**config.mk**
```make
export PLATFORM = sky130hd
export DESIGN_NAME = packed_alpha_glyph_unpacker_top_flat
export DESIGN_NICKNAME = d
export VERILOG_FILES = /design/src/sv/pagu_pkg.sv /design/src/sv/pagu_in_if.sv /design/src/sv/pagu_out_if.sv /design/src/sv/packed_alpha_glyph_unpacker_top.sv /design/src/flat_wrapper.sv
export VERILOG_INCLUDE_DIRS = /design/src /design/src/sv
export SDC_FILE = /design/constraint.sdc
export NUM_CORES = 1
export LEC_CHECK = 0
export BUFFER_PORTS_ARGS = -buffer_cell sky130_fd_sc_hd__clkbuf_2
export CAP_MARGIN = 20
export CORE_ASPECT_RATIO = 0.75
export CORE_MARGIN = 2
export CORE_UTILIZATION = 30
export CTS_CLUSTER_DIAMETER = 80
export DETAILED_ROUTE_END_ITERATION = 10
export GPL_TIMING_DRIVEN = 0
export PLACE_DENSITY_LB_ADDON = 0.3
export SLEW_MARGIN = 20
export SYNTH_ARGS = -nofsm -noshare
export SYNTH_HDL_FRONTEND = slang
export SYNTH_SLANG_ARGS = --single-unit
```
**constraint.sdc**
```tcl
create_clock -name i_clk -period 6.47 [get_ports i_clk]
set_clock_uncertainty 0.2 [all_clocks]
set_input_delay 0.647 -clock i_clk [delete_from_list [all_inputs] [get_ports i_clk]]
set_output_delay 0.647 -clock i_clk [all_outputs]
set_load 0.01 [all_outputs]
```
**src/sv/packed_alpha_glyph_unpacker_top_assert.svh**
```systemverilog
// Assertion macros for the packed alpha glyph unpacker.
// Included by the RTL files that carry concurrent checks; no other dependencies.
`ifndef PACKED_ALPHA_GLYPH_UNPACKER_TOP_ASSERT_SVH
`define PACKED_ALPHA_GLYPH_UNPACKER_TOP_ASSERT_SVH

`ifndef ASSERT_OFF
// Check prop at every rising clock edge, ignored while reset is asserted.
`define PAGU_ASSERT(label, clk, rst_n, prop) \
    label: assert property (@(posedge clk) disable iff (!(rst_n)) (prop)) \
        else $error("pagu assertion failed");
// Same check, also active during reset.
`define PAGU_ASSERT_ALWAYS(label, clk, prop) \
    label: assert property (@(posedge clk) (prop)) \
        else $error("pagu assertion failed");
`else
`define PAGU_ASSERT(label, clk, rst_n, prop)
`define PAGU_ASSERT_ALWAYS(label, clk, prop)
`endif

`endif

```
**src/sv/pagu_pkg.sv**
```systemverilog
// Shared types and constants for the packed alpha glyph unpacker.
// No dependencies.
`default_nettype none

package pagu_pkg;

    localparam int MAX_GLYPH_DIM = 256;
    localparam int DIM_CAP       = (MAX_GLYPH_DIM < 256) ? MAX_GLYPH_DIM : 256;

    localparam int DIM_W   = 9;     // width of size registers
    localparam int POS_W   = 8;     // width of column / line
    localparam int ALPHA_W = 8;
    localparam int BYTE_W  = 8;
    localparam int CFG_IDX_W  = 2;
    localparam int CFG_DATA_W = 9;

    typedef logic [DIM_W-1:0]   t_dim;
    typedef logic [POS_W-1:0]   t_pos;
    typedef logic [ALPHA_W-1:0] t_alpha;
    typedef logic [BYTE_W-1:0]  t_byte;
    typedef logic [CFG_IDX_W-1:0]  t_cfg_idx;
    typedef logic [CFG_DATA_W-1:0] t_cfg_data;

    localparam t_dim DIM_CAP_V = t_dim'(DIM_CAP);

    // register indexes
    localparam t_cfg_idx REG_BPP_MODE     = 2'd0;
    localparam t_cfg_idx REG_GLYPH_WIDTH  = 2'd1;
    localparam t_cfg_idx REG_GLYPH_HEIGHT = 2'd2;

    // bpp_mode codes
    localparam logic [1:0] BPP_1   = 2'd0;
    localparam logic [1:0] BPP_2   = 2'd1;
    localparam logic [1:0] BPP_4   = 2'd2;
    localparam logic [1:0] BPP_4_ALT = 2'd3;

    localparam logic [1:0] BPP_MODE_RST = BPP_4;

endpackage

`default_nettype wire

```
**src/sv/pagu_in_if.sv**
```systemverilog
// Input channel: one packed bitmap byte per item, valid/ready handshake.
// Depends on pagu_pkg.
`default_nettype none

interface pagu_in_if;
    logic            valid;
    logic            ready;
    pagu_pkg::t_byte packed_byte;

    modport source (output valid, output packed_byte, input ready);
    modport sink   (input valid, input packed_byte, output ready);
endinterface

`default_nettype wire

```
**src/sv/pagu_out_if.sv**
```systemverilog
// Output channel: one alpha pixel with coordinates and marks per item.
// Depends on pagu_pkg.
`default_nettype none

interface pagu_out_if;
    logic             valid;
    logic             ready;
    pagu_pkg::t_alpha alpha;
    pagu_pkg::t_pos   column;
    pagu_pkg::t_pos   line;
    logic             row_end;
    logic             glyph_end;
    logic             run_last;

    modport source (output valid, output alpha, output column, output line,
                    output row_end, output glyph_end, output run_last, input ready);
    modport sink   (input valid, input alpha, input column, input line,
                    input row_end, input glyph_end, input run_last, output ready);
endinterface

`default_nettype wire

```
**src/sv/packed_alpha_glyph_unpacker_top.sv**
```systemverilog
// Packed alpha glyph unpacker: a byte waits in r_byte, pixels in the output register.
// Throughput: one pixel per cycle while o_out is ready; a byte gives 8, 4 or 2 pixels
// at 1, 2 or 4 bpp (fewer when the glyph ends inside it), set by the single pixel
// emitter stage. A new byte is taken in the cycle its predecessor's last pixel leaves
// the emitter. Reset (synchronous, i_rst_n low): position to origin, pipeline empty,
// bpp_mode = 4 bpp, glyph_width = glyph_height = 1.
`default_nettype none
`include "packed_alpha_glyph_unpacker_top_assert.svh"

module packed_alpha_glyph_unpacker_top (
    input  wire                   i_clk,
    input  wire                   i_rst_n,
    input  wire                   i_cfg_we,
    input  pagu_pkg::t_cfg_idx    i_cfg_idx,
    input  pagu_pkg::t_cfg_data   i_cfg_wdata,
    pagu_in_if.sink               i_in,
    pagu_out_if.source            o_out
);
    import pagu_pkg::*;

    // ---------------- configuration registers ----------------
    logic [1:0] r_bpp_mode;
    t_dim       r_glyph_width;
    t_dim       r_glyph_height;

    always_ff @(posedge i_clk) begin
        if (!i_rst_n) begin
            r_bpp_mode     <= BPP_MODE_RST;
            r_glyph_width  <= t_dim'(1);
            r_glyph_height <= t_dim'(1);
        end else if (i_cfg_we) begin
            unique case (i_cfg_idx)
                REG_BPP_MODE:     r_bpp_mode     <= i_cfg_wdata[1:0];
                REG_GLYPH_WIDTH:  r_glyph_width  <= i_cfg_wdata;
                REG_GLYPH_HEIGHT: r_glyph_height <= i_cfg_wdata;
                default: ;        // unused index: write ignored
            endcase
        end
    end

    // Effective box size: zero reads as one, oversize saturates.
    t_dim w_eff;
    t_dim h_eff;

    always_comb begin
        if (r_glyph_width == '0) begin
            w_eff = t_dim'(1);
        end else if (r_glyph_width > DIM_CAP_V) begin
            w_eff = DIM_CAP_V;
        end else begin
            w_eff = r_glyph_width;
        end
        if (r_glyph_height == '0) begin
            h_eff = t_dim'(1);
        end else if (r_glyph_height > DIM_CAP_V) begin
            h_eff = DIM_CAP_V;
        end else begin
            h_eff = r_glyph_height;
        end
    end

    // ---------------- input stage ----------------
    // r_byte shifts left as pixels leave, so the current pixel is always
    // in its top bits. r_slot counts pixels taken from this byte.
    t_byte      r_byte;
    logic [2:0] r_slot;
    logic       r_busy;

    // ---------------- position ----------------
    t_pos r_col;
    t_pos r_row;

    // ---------------- output register ----------------
    logic   r_ovalid;
    t_alpha r_alpha;
    t_pos   r_ocol;
    t_pos   r_oline;
    logic   r_orow_end;
    logic   r_oglyph_end;
    logic   r_orun_last;

    // pixel decode for current mode
    logic [2:0] last_slot;
    t_alpha     pix_alpha;
    t_byte      shifted_byte;

    always_comb begin
        unique case (r_bpp_mode)
            BPP_1: begin
                last_slot    = 3'd7;
                pix_alpha    = {8{r_byte[7]}};
                shifted_byte = {r_byte[6:0], 1'b0};
            end
            BPP_2: begin
                last_slot    = 3'd3;         // value * 85 = value repeated
                pix_alpha    = {4{r_byte[7:6]}};
                shifted_byte = {r_byte[5:0], 2'b00};
            end
            BPP_4, BPP_4_ALT: begin
                last_slot    = 3'd1;         // value * 17 = nibble repeated
                pix_alpha    = {2{r_byte[7:4]}};
                shifted_byte = {r_byte[3:0], 4'b0000};
            end
            default: begin
                last_slot    = 3'd1;
                pix_alpha    = {2{r_byte[7:4]}};
                shifted_byte = {r_byte[3:0], 4'b0000};
            end
        endcase
    end

    logic pix_rend;
    logic pix_gend;
    logic pix_last;
    logic emit;
    logic in_take;

    assign pix_rend = ({1'b0, r_col} + t_dim'(1)) >= w_eff;
    assign pix_gend = pix_rend && (({1'b0, r_row} + t_dim'(1)) >= h_eff);
    assign pix_last = pix_gend || (r_slot == last_slot);

    // The emitter fires when it holds a byte and the output register is free
    // or being drained this cycle.
    assign emit    = r_busy && (!r_ovalid || o_out.ready);
    assign i_in.ready = !r_busy || (emit && pix_last);
    assign in_take = i_in.valid && i_in.ready;

    // control: busy, slot, position, output valid
    always_ff @(posedge i_clk) begin
        if (!i_rst_n) begin
            r_busy   <= 1'b0;
            r_slot   <= '0;
            r_col    <= '0;
            r_row    <= '0;
            r_ovalid <= 1'b0;
        end else begin
            if (in_take) begin
                r_busy <= 1'b1;
                r_slot <= '0;
            end else if (emit) begin
                r_busy <= !pix_last;
                r_slot <= r_slot + 3'd1;
            end

            if (emit) begin
                if (pix_gend) begin
                    r_col <= '0;
                    r_row <= '0;
                end else if (pix_rend) begin
                    r_col <= '0;
                    r_row <= r_row + t_pos'(1);
                end else begin
                    r_col <= r_col + t_pos'(1);
                end
            end

            if (emit) begin
                r_ovalid <= 1'b1;
            end else if (o_out.ready) begin
                r_ovalid <= 1'b0;
            end
        end
    end

    // payload registers
    always_ff @(posedge i_clk) begin
        if (in_take) begin
            r_byte <= i_in.packed_byte;
        end else if (emit) begin
            r_byte <= shifted_byte;
        end
        if (emit) begin
            r_alpha      <= pix_alpha;
            r_ocol       <= r_col;
            r_oline      <= r_row;
            r_orow_end   <= pix_rend;
            r_oglyph_end <= pix_gend;
            r_orun_last  <= pix_last;
        end
    end

    assign o_out.valid     = r_ovalid;
    assign o_out.alpha     = r_alpha;
    assign o_out.column    = r_ocol;
    assign o_out.line      = r_oline;
    assign o_out.row_end   = r_orow_end;
    assign o_out.glyph_end = r_oglyph_end;
    assign o_out.run_last  = r_orun_last;

    // ---------------- checks ----------------
    `PAGU_ASSERT(a_slot_in_range, i_clk, i_rst_n, r_busy |-> (r_slot <= last_slot))
    `PAGU_ASSERT(a_gend_is_last, i_clk, i_rst_n,
                 (r_ovalid && r_oglyph_end) |-> (r_orun_last && r_orow_end))
    `PAGU_ASSERT(a_gend_origin, i_clk, i_rst_n,
                 (emit && pix_gend) |=> (r_col == '0 && r_row == '0))
    `PAGU_ASSERT(a_no_take_midbyte, i_clk, i_rst_n,
                 (in_take && r_busy) |-> (emit && pix_last))

endmodule

`default_nettype wire
```
**src/flat_wrapper.sv**
```systemverilog
// flat-port wrapper written by rule: the top's interface ports become plain ports
module packed_alpha_glyph_unpacker_top_flat import pagu_pkg::*;
  (i_clk, i_rst_n, i_cfg_we, i_cfg_idx, i_cfg_wdata, i_in_valid, i_in_packed_byte, i_in_ready, o_out_valid, o_out_alpha, o_out_column, o_out_line, o_out_row_end, o_out_glyph_end, o_out_run_last, o_out_ready);
  pagu_in_if i_in_i ();
  pagu_out_if o_out_i ();
  input  wire i_clk;
  input  wire i_rst_n;
  input  wire i_cfg_we;
  input  pagu_pkg::t_cfg_idx i_cfg_idx;
  input  pagu_pkg::t_cfg_data i_cfg_wdata;
  input wire logic [$bits(i_in_i.valid)-1:0] i_in_valid;
  input wire logic [$bits(i_in_i.packed_byte)-1:0] i_in_packed_byte;
  output wire logic [$bits(i_in_i.ready)-1:0] i_in_ready;
  output wire logic [$bits(o_out_i.valid)-1:0] o_out_valid;
  output wire logic [$bits(o_out_i.alpha)-1:0] o_out_alpha;
  output wire logic [$bits(o_out_i.column)-1:0] o_out_column;
  output wire logic [$bits(o_out_i.line)-1:0] o_out_line;
  output wire logic [$bits(o_out_i.row_end)-1:0] o_out_row_end;
  output wire logic [$bits(o_out_i.glyph_end)-1:0] o_out_glyph_end;
  output wire logic [$bits(o_out_i.run_last)-1:0] o_out_run_last;
  input wire logic [$bits(o_out_i.ready)-1:0] o_out_ready;
  assign i_in_i.valid = i_in_valid;
  assign i_in_i.packed_byte = i_in_packed_byte;
  assign i_in_ready = i_in_i.ready;
  assign o_out_valid = o_out_i.valid;
  assign o_out_alpha = o_out_i.alpha;
  assign o_out_column = o_out_i.column;
  assign o_out_line = o_out_i.line;
  assign o_out_row_end = o_out_i.row_end;
  assign o_out_glyph_end = o_out_i.glyph_end;
  assign o_out_run_last = o_out_i.run_last;
  assign o_out_i.ready = o_out_ready;
  packed_alpha_glyph_unpacker_top u_core (.i_clk(i_clk), .i_rst_n(i_rst_n), .i_cfg_we(i_cfg_we), .i_cfg_idx(i_cfg_idx), .i_cfg_wdata(i_cfg_wdata), .i_in(i_in_i), .o_out(o_out_i));
endmodule
```
==> summary.md, run 1 <==
| Metric | Value |
|---|---|
| Compound-cell area share of the yosys netlist | 12.5% |
| Unrepaired setup endpoints after global routing | no |
| Num rows | 34 |
| Final net count | 457 |
| CP delay by family, top | simple AND/OR/NAND/NOR gates |
| Worst Path Required | 5.62 ns |
| Sequential fraction of the synthesis area | 48.4% |
| Grt total ovfl | 0 |
| Clock Tree Root | clkbuf_16 |
| Worst Path Max Fanout | 9 |
| Post-Synth Adder-Cell Area | 7.26% |
| Core ar. | 11700 sq um |
| Initial drt markers | 194 |
| Chip Height | 99.1 microns |
| Dpl hpwl | 6.16 mm |
| Share of the synthesized area in the top cell type | 25.7% |
| Power Density | 257 nW/um^2 |
| Mux cell area share after synthesis | 8.67% |
| GRT Overall Usage | 13.5% |
| CTS buffer count | 9 |
| CTS Sinks | 72 |
| Hold path depth | 2 |
| Area delta synth->final | 19.5% |
| Post-synth EDFFs | 31 |
| Hold Startpoint | u_core.r_col[7] |
| Post-route cell area | 4330 sq um |
| Worst r2r dst | u_core.r_byte[7] |
| Peak Freq | 239 MHz |
| Die area | 13000 sq um |
| Setup CP Type | reg -> out |
| Post-CTS Hold Buffers | 0 |
| First-pass GRT wire length | 13.3 mm |
| Largest net degree at the start of global routing | 33 |
| Leakage | 0.00178 uW |
| Top post-synthesis cells by area | edfxtp_1, dfxtp_1, mux2i_1, ha_1, nand2_1 |
| Main combinational cell family by area after synthesis | simple AND/OR/NAND/NOR gates |
| CTS Buffer Depth | 2 |
| FF-to-FF path depth | 10 |
| Reg2Reg Setup Slack | 3.05 ns |
| Slowest-stage cell, CP | a41oi_2 |
| Initial core utilization | 31.0% |
| Synth Area in XOR/XNOR | 3.63% |
| Routability cong. | 0.757 |
| Post-synth top cells | nand2_1, dfxtp_1, nor2_1, edfxtp_1, mux2i_1 |
| First-pass DRT Iterations | 4 |
| Post-DRT Antenna Nets | 0 |
| Number of port buffers | 50 |
| Synth Area in Simple Gates | 15.9% |
| Final hold vios | 0 |
| Yosys Warn Count | 0 |
| DRC viols | 0 |
| Most frequent CP cell | a41oi_2 |
| Critical Path AT | 3.33 ns |
| Synth area leader | edfxtp_1 |
| Fin crit period | 4.18 ns |
| Final setup vio count | 0 |
| Clock transition at the registers of the reported paths | 0.05 ns |
| Worst path bufs/invs | 2 |
| Initial antenna violation count | 0 |
| Origin of the critical flop-to-flop path | u_core.r_row[2] |
| Most common cell in the netlist | nand2_1 |
| Avg Inst Size Synth | 10.3 sq um |
| Period utilisation layout | 64.6% |
| Vias in the first global route | 2658 |
| H-tree Lvls | 3 |
| Wire per inst | 14.1 microns |
| IO Count | 53 |
| Setup TNS | 0 ns |
| Yosys reg bits | 72 |
| Layout cell share with drive strength beyond 1 | 20.1% |
| Vias after detailed routing | 2733 |
| CP peak stage delay | 0.54 ns |
| Post-CTS setup buffers | 0 |
| Yosys cell types | 56 |
| Element type at the critical path start | register |
| ANT cells | 0 |
| Max-cap violation count | 0 |
| Placed cell area | 4070 sq um |
| Fin. max-slew vios | 0 |
| Net Count, Synth | 396 |
| Worst rel slew slack | 50.1% |
| Most used DFF post-synth | dfxtp_1 |
| Max rail drop VDD | 0.138 mV |
| Hold EP | u_core.r_col[7] |
| Post-Syn Area | 3620 sq um |
| Crit end category | primary output |
| Die width | 131 microns |
| Total wire length | 8.16 mm |
| Worst Tran Pin Value | 0.749 ns |
| Clk_lat worst skew | 0.34 ns |
| Resized Gates After CTS | 0 |
| HP Class | reg -> reg |
| Status | finished, final reports clean |
| Synth Instances | 351 |
| CTS tree | done |
| Vias per std cell | 4.72 |
| CP Cell Sequence | and3_1, nand3_1, nor3_1, xor2_1, ha_1, and4_1, a41oi_2, nand2_1, a41oi_2, inv_1, clkbuf_2 |
| FFs w/ async S/R, synth | 0% |
cells in the final DEF (no fill, tap or decap), types with 5 or more instances in the layout:
cell and n:
buf_4 5, clkbuf_16 9, a21oi_1 20, dfxtp_1 41, nor2_1 32, xnor2_1 11
nand2_1 44, o22ai_1 6, edfxtp_1 31, ha_1 21, clkbuf_1 13, mux2i_1 28
inv_1 8, nand3_1 15, nor3_1 7, clkbuf_2 50
metal layers:
layer,part of all wire [%],global-route usage (%)
met1,51,19.2
met5,0,0
met4,1.7,4.99
met2,41,19.0
met3,6.1,4.63
sequential cells by signal, summed over array words and instances, names as in the netlist:
name and count:
u_core.r_glyph_height 9, u_core.r_busy 1, u_core.r_glyph_width 9, u_core.o_out.row_end 1
u_core.o_out.run_last 1, u_core.o_out.glyph_end 1, u_core.r_row 8, u_core.r_bpp_mode 2
u_core.r_col 8, u_core.r_slot 3, u_core.r_byte 8, u_core.o_out.column 8
u_core.o_out.valid 1, u_core.o_out.alpha 4, u_core.o_out.line 8
power by group:
group	internal (uW)	total, uW	switching [uW]
Combinational	63.2	157	94.1
Clock	257	430	173
Sequential	507	524	16.9
Total	827	1110	284
how the worst max path moves through the flow:
stage                         start         end  slack, ns  depth (start not counted)
finish              u_core.r_row[2]  i_in_ready       2.29                         11
global route        u_core.r_row[2]  i_in_ready       2.00                         11
CTS                 u_core.r_row[2]  i_in_ready       2.27                         11
detailed placement  u_core.r_row[2]  i_in_ready       2.65                         11
global placement    u_core.r_row[2]  i_in_ready       2.65                         11
floorplan           u_core.r_row[2]  i_in_ready       3.17                         10
stage by stage:
stage                     power [uW]  hold WS (ns)  util (%)  setup slack (ns)  instances
after floorplan                  638         0.245         -              3.17        351
after global placement           689         0.285      34.8              2.65        563
after detailed placement         692         0.285      34.8              2.65        563
after CTS                       1130         0.303      37.0              2.27        579
after global routing            1170         0.327      37.0              2.00        579
final                           1110         0.296      37.0              2.29        579
tightest hold or removal path: stages, from the launching register on:
cell     delay [ns]
dfxtp_1        0.33
nand2_1        0.06
a21oi_1        0.05
kinds of logic (layout without fill, tap and decap cells):
logic type                 after synthesis  count (layout)
xor gates and xnor gates                15              15
buffers and inverters                   28              94
AOI/OAI and AO/OA                       61              61
DFF                                     72              72
muxes                                   31              31
adders and majority gates               21              21
and+or+nand+nor                        123             123
final cells by class:
cell class                 count  area, sq um
timing repair buffer          50          250
fill                        1172         7370
tap                          162          203
inverter                      12         45.0
clock buffer                  14          244
clock inverter                 2         7.51
sequential                    72         1750
buffer                        16         87.6
multi-input combinational    251         1740
Note: power is estimated with default switching activity, not from simulation.
==> inputs of run 2 (changes only) <==
--- a/config.mk
+++ b/config.mk
@@ -6,6 +6,7 @@
 export SDC_FILE = /design/constraint.sdc
 export NUM_CORES = 1
 export LEC_CHECK = 0
+export ABC_AREA = 1
 export BUFFER_PORTS_ARGS = -buffer_cell sky130_fd_sc_hd__clkbuf_2
 export CAP_MARGIN = 20
 export CORE_ASPECT_RATIO = 0.75
==> constraint.sdc (replaced) <==
create_clock -name i_clk -period 4.15 [get_ports i_clk]
set_clock_uncertainty 0.2 [all_clocks]
set_input_delay 0.415 -clock i_clk [delete_from_list [all_inputs] [get_ports i_clk]]
set_output_delay 0.415 -clock i_clk [all_outputs]
set_load 0.01 [all_outputs]
==> run 2 against run 1 <==
Net effect: via count increased by 7.4%; register-to-register slack got worse by 2.3 ns; worst setup slack worse by 1.7 ns; largest cell class unchanged; sequential power increased by 56%.
==> summary.md, run 2 <==
| Metric | Value |
|---|---|
| IO Count | 53 (unchanged) |
| HP Class | in -> reg |
| Crit end category | primary output |
| Final hold vios | 0 (unchanged) |
| CTS Buffer Depth | 2 (unchanged) |
| Status | finished, final reports clean |
| Vias in the first global route | 2684 (+0.98%) |
| Post-CTS setup buffers | 0 (unchanged) |
| Vias after detailed routing | 2935 (+7.4%) |
| Top post-synthesis cells by area | edfxtp_1, dfxtp_1, nand2_1, ha_1, nor2_1 |
| Final net count | 515 (+13%) |
| Worst Path Max Fanout | 10 (+1) |
| Period utilisation layout | 86.0% |
| Sequential share of power | 41.8% (-5.3 points) |
| H-tree Lvls | 3 (unchanged) |
| CTS Sinks | 72 (unchanged) |
| Critical Path AT | 2.95 ns (-0.38 ns) |
| CTS tree | done |
| DRC viols | 0 (unchanged) |
| Worst Path Required | 3.53 ns (-2.09 ns) |
| Post-route cell area | 4330 sq um (+0.14%) |
| Num rows | 34 (unchanged) |
| Clk_lat worst skew | 0.33 ns (about the same) |
| Worst rel slew slack | 42.1% (-8.0 points) |
| Routability cong. | 0.794 (+4.9%) |
| GRT Overall Usage | 13.0% (-0.50 points) |
| Most used DFF post-synth | dfxtp_1 |
| Synth Instances | 408 (+16%) |
| Int Pwr | 1470 uW (+78%) |
| Leakage | 0.00189 uW (+5.8%) |
| Placed cell area | 3980 sq um (-2.3%) |
| # fillers | 1175 (+0.26%) |
| FFs w/ async S/R, synth | 0% (unchanged) |
| Clock Tree Root | clkbuf_16 |
| Sw power | 488 uW (+72%) |
| Fin. max-slew vios | 0 (unchanged) |
| First-pass DRT Iterations | 5 (+1) |
| Setup TNS | 0 ns (unchanged) |
| Net Sw Frac | 24.9% (-0.67 points) |
| Max-cap violation count | 0 (unchanged) |
| Grt total ovfl | 0 (unchanged) |
| Logic gate share of total power | 12.0% (-2.1 points) |
| Number of port buffers | 51 (+2.0%) |
| Setup CP Type | reg -> out |
| Unrepaired setup endpoints after global routing | no |
| Vias per std cell | 4.61 (-2.4%) |
| Initial core utilization | 30.6% (-0.39 points) |
| Avg Inst Size Synth | 8.64 sq um (-16%) |
| First-pass GRT wire length | 13.0 mm (-2.4%) |
| Element type at the critical path start | register |
| Power Density | 452 nW/um^2 (+76%) |
| Yosys reg bits | 72 (unchanged) |
| Post-synth EDFFs | 31 (unchanged) |
| Die width | 129 microns (-1.3%) |
| Final setup vio count | 0 (unchanged) |
| Total wire length | 7.79 mm (-4.5%) |
| Initial drt markers | 192 (-1.0%) |
| Max rail drop VDD | 0.207 mV (+49%) |
| Largest regs | u_core.r_glyph_height: 9 flops, u_core.r_glyph_width: 9 flops |
| Peak Freq | 280 MHz |
| Most common cell in the netlist | nand2_1 |
| Dpl hpwl | 5.75 mm (-6.8%) |
| Sequential fraction of the synthesis area | 49.7% (+1.3 points) |
| Core ar. | 11500 sq um (-1.5%) |
| Yosys cell types | 36 (-36%) |
| Worst Tran Pin Value | 0.862 ns (+0.113 ns) |
| Wire per inst | 12.2 microns (-13%) |
| Chip Height | 97.9 microns (-1.3%) |
| Die area | 12600 sq um (-2.6%) |
| Post-synth top cells | nand2_1, nor2_1, dfxtp_1, inv_1, edfxtp_1 |
| Largest net degree at the start of global routing | 29 (-12%) |
| Commonest non-fill, non-tap cell in the layout | nand2_1 |
| Fin crit period | 3.57 ns |
| WHS | 0.148 ns (-0.148 ns) |
| Clock transition at the registers of the reported paths | 0.06 ns (about the same) |
| Initial antenna violation count | 0 (unchanged) |
| Net Count, Synth | 453 (+14%) |
| Layout cell share with drive strength beyond 1 | 19.2% (-0.99 points) |
| Resized Gates After CTS | 0 (unchanged) |
| Share of the synthesized area in the top cell type | 26.4% (+0.71 points) |
| CTS buffer count | 9 (unchanged) |
| Synth area leader | edfxtp_1 |
| Post-Syn Area | 3520 sq um (-2.7%) |
| Post-DRT Antenna Nets | 0 (unchanged) |
| Post-CTS Hold Buffers | 0 (unchanged) |
| Most frequent cells in the layout | nand2_1, clkbuf_2, nor2_1 |
| ANT cells | 0 (unchanged) |
| Area delta synth->final | 22.9% |
| Clock Power Share | 46.2% (+7.5 points) |
| Yosys Warn Count | 0 (unchanged) |
-- run 2: cell count changes in the layout (fill, tap and decap cells not counted), sizes merged, moves of 4 or more --
cell	delta
o22ai	-4
mux2i	-27
o221ai	+5
nand2	+66
xor2	+5
xnor2	-7
a22o	-4
inv	+30
o21ai	+12
clkbuf	-9
nor2	+23
and3	-4
a21oi	+4
-- run 2: power by group through the flow --
| stage | Combinational [uW] | Sequential (uW) | Clock, uW |
|---|---|---|---|
| 2_1_floorplan | 149 | 839 | 0 |
| 3_3_place_gp | 232 | 835 | 0 |
| 3_5_place_dp | 237 | 836 | 0 |
| 4_1_cts | 238 | 820 | 923 |
| 5_1_grt | 268 | 825 | 957 |
| 6_report | 235 | 820 | 905 |
-- run 2: kinds of logic (layout without fill, tap and decap cells) --
group,Yosys count,count (layout),synth area share (%)
and+or+nand+nor,192,192,23.7
buffers and inverters,49,116,5.75
DFF,72,72,49.7
muxes,1,1,0.284
adders and majority gates,21,21,7.46
xor gates and xnor gates,13,13,3.23
AOI/OAI and AO/OA,60,60,9.87
-- run 2: critical path: stages, from the launching register on --
cell and delay, ns:
dfxtp_1 0.32, nor4_1 0.36, nand2_1 0.09, nor3_1 0.20, nor2_1 0.09, inv_1 0.13, nand2_1 0.08, ha_1 0.27
nand2_1 0.06, nor2_1 0.10, nand2_1 0.05, nand3_1 0.07, nand2_1 0.06, nand2_2 0.14, nand2_1 0.12, nand2_2 0.09
nand2_2 0.06, nand2_4 0.17, clkbuf_2 0.16
-- run 2: layout make-up --
class / count / area [sq um] / area share [%]
timing repair buffer: 51 / 255 / 5.89
clock inverter: 7 / 125 / 2.89
multi-input combinational: 287 / 1570 / 36.2
buffer: 11 / 60.1 / 1.39
tap: 162 / 203 / 4.68
clock buffer: 9 / 225 / 5.20
sequential: 72 / 1750 / 40.4
inverter: 38 / 143 / 3.29
-- run 2: worst paths after layout --
check | startpoint | to | slack, ns | cells past startpoint
min | i_cfg_wdata[2] | u_core.r_glyph_height[2] | 0.15 | 3
max reg2reg | u_core.r_glyph_width[4] | u_core.r_byte[6] | 0.77 | 19
max | u_core.r_glyph_width[4] | i_in_ready | 0.58 | 18
min reg2reg | u_core.r_row[7] | u_core.o_out.line[7] | 0.27 | 0
-- run 2: stage by stage --
stage               utilization, %  total power (uW)  cells  setup slack, ns
floorplan                        -               988    408             1.28
global placement              34.5              1070    621            0.767
global route                  37.6              2050    637            0.224
CTS                           37.6              1980    637            0.527
detailed placement            34.5              1070    621            0.734
finish                        37.6              1960    637            0.582
-- run 2: routing by layer --
| layer | vias up | wire length [microns] | global-route usage, % |
|---|---|---|---|
| met3 | 6 | 554 | 4.49 |
| met4 | 0 | 79 | 3.01 |
| met1 | 1373 | 3660 | 17.2 |
| met2 | 77 | 3500 | 20.4 |
| met5 | - | 0 | 0 |
| li1 | 1479 | - | - |
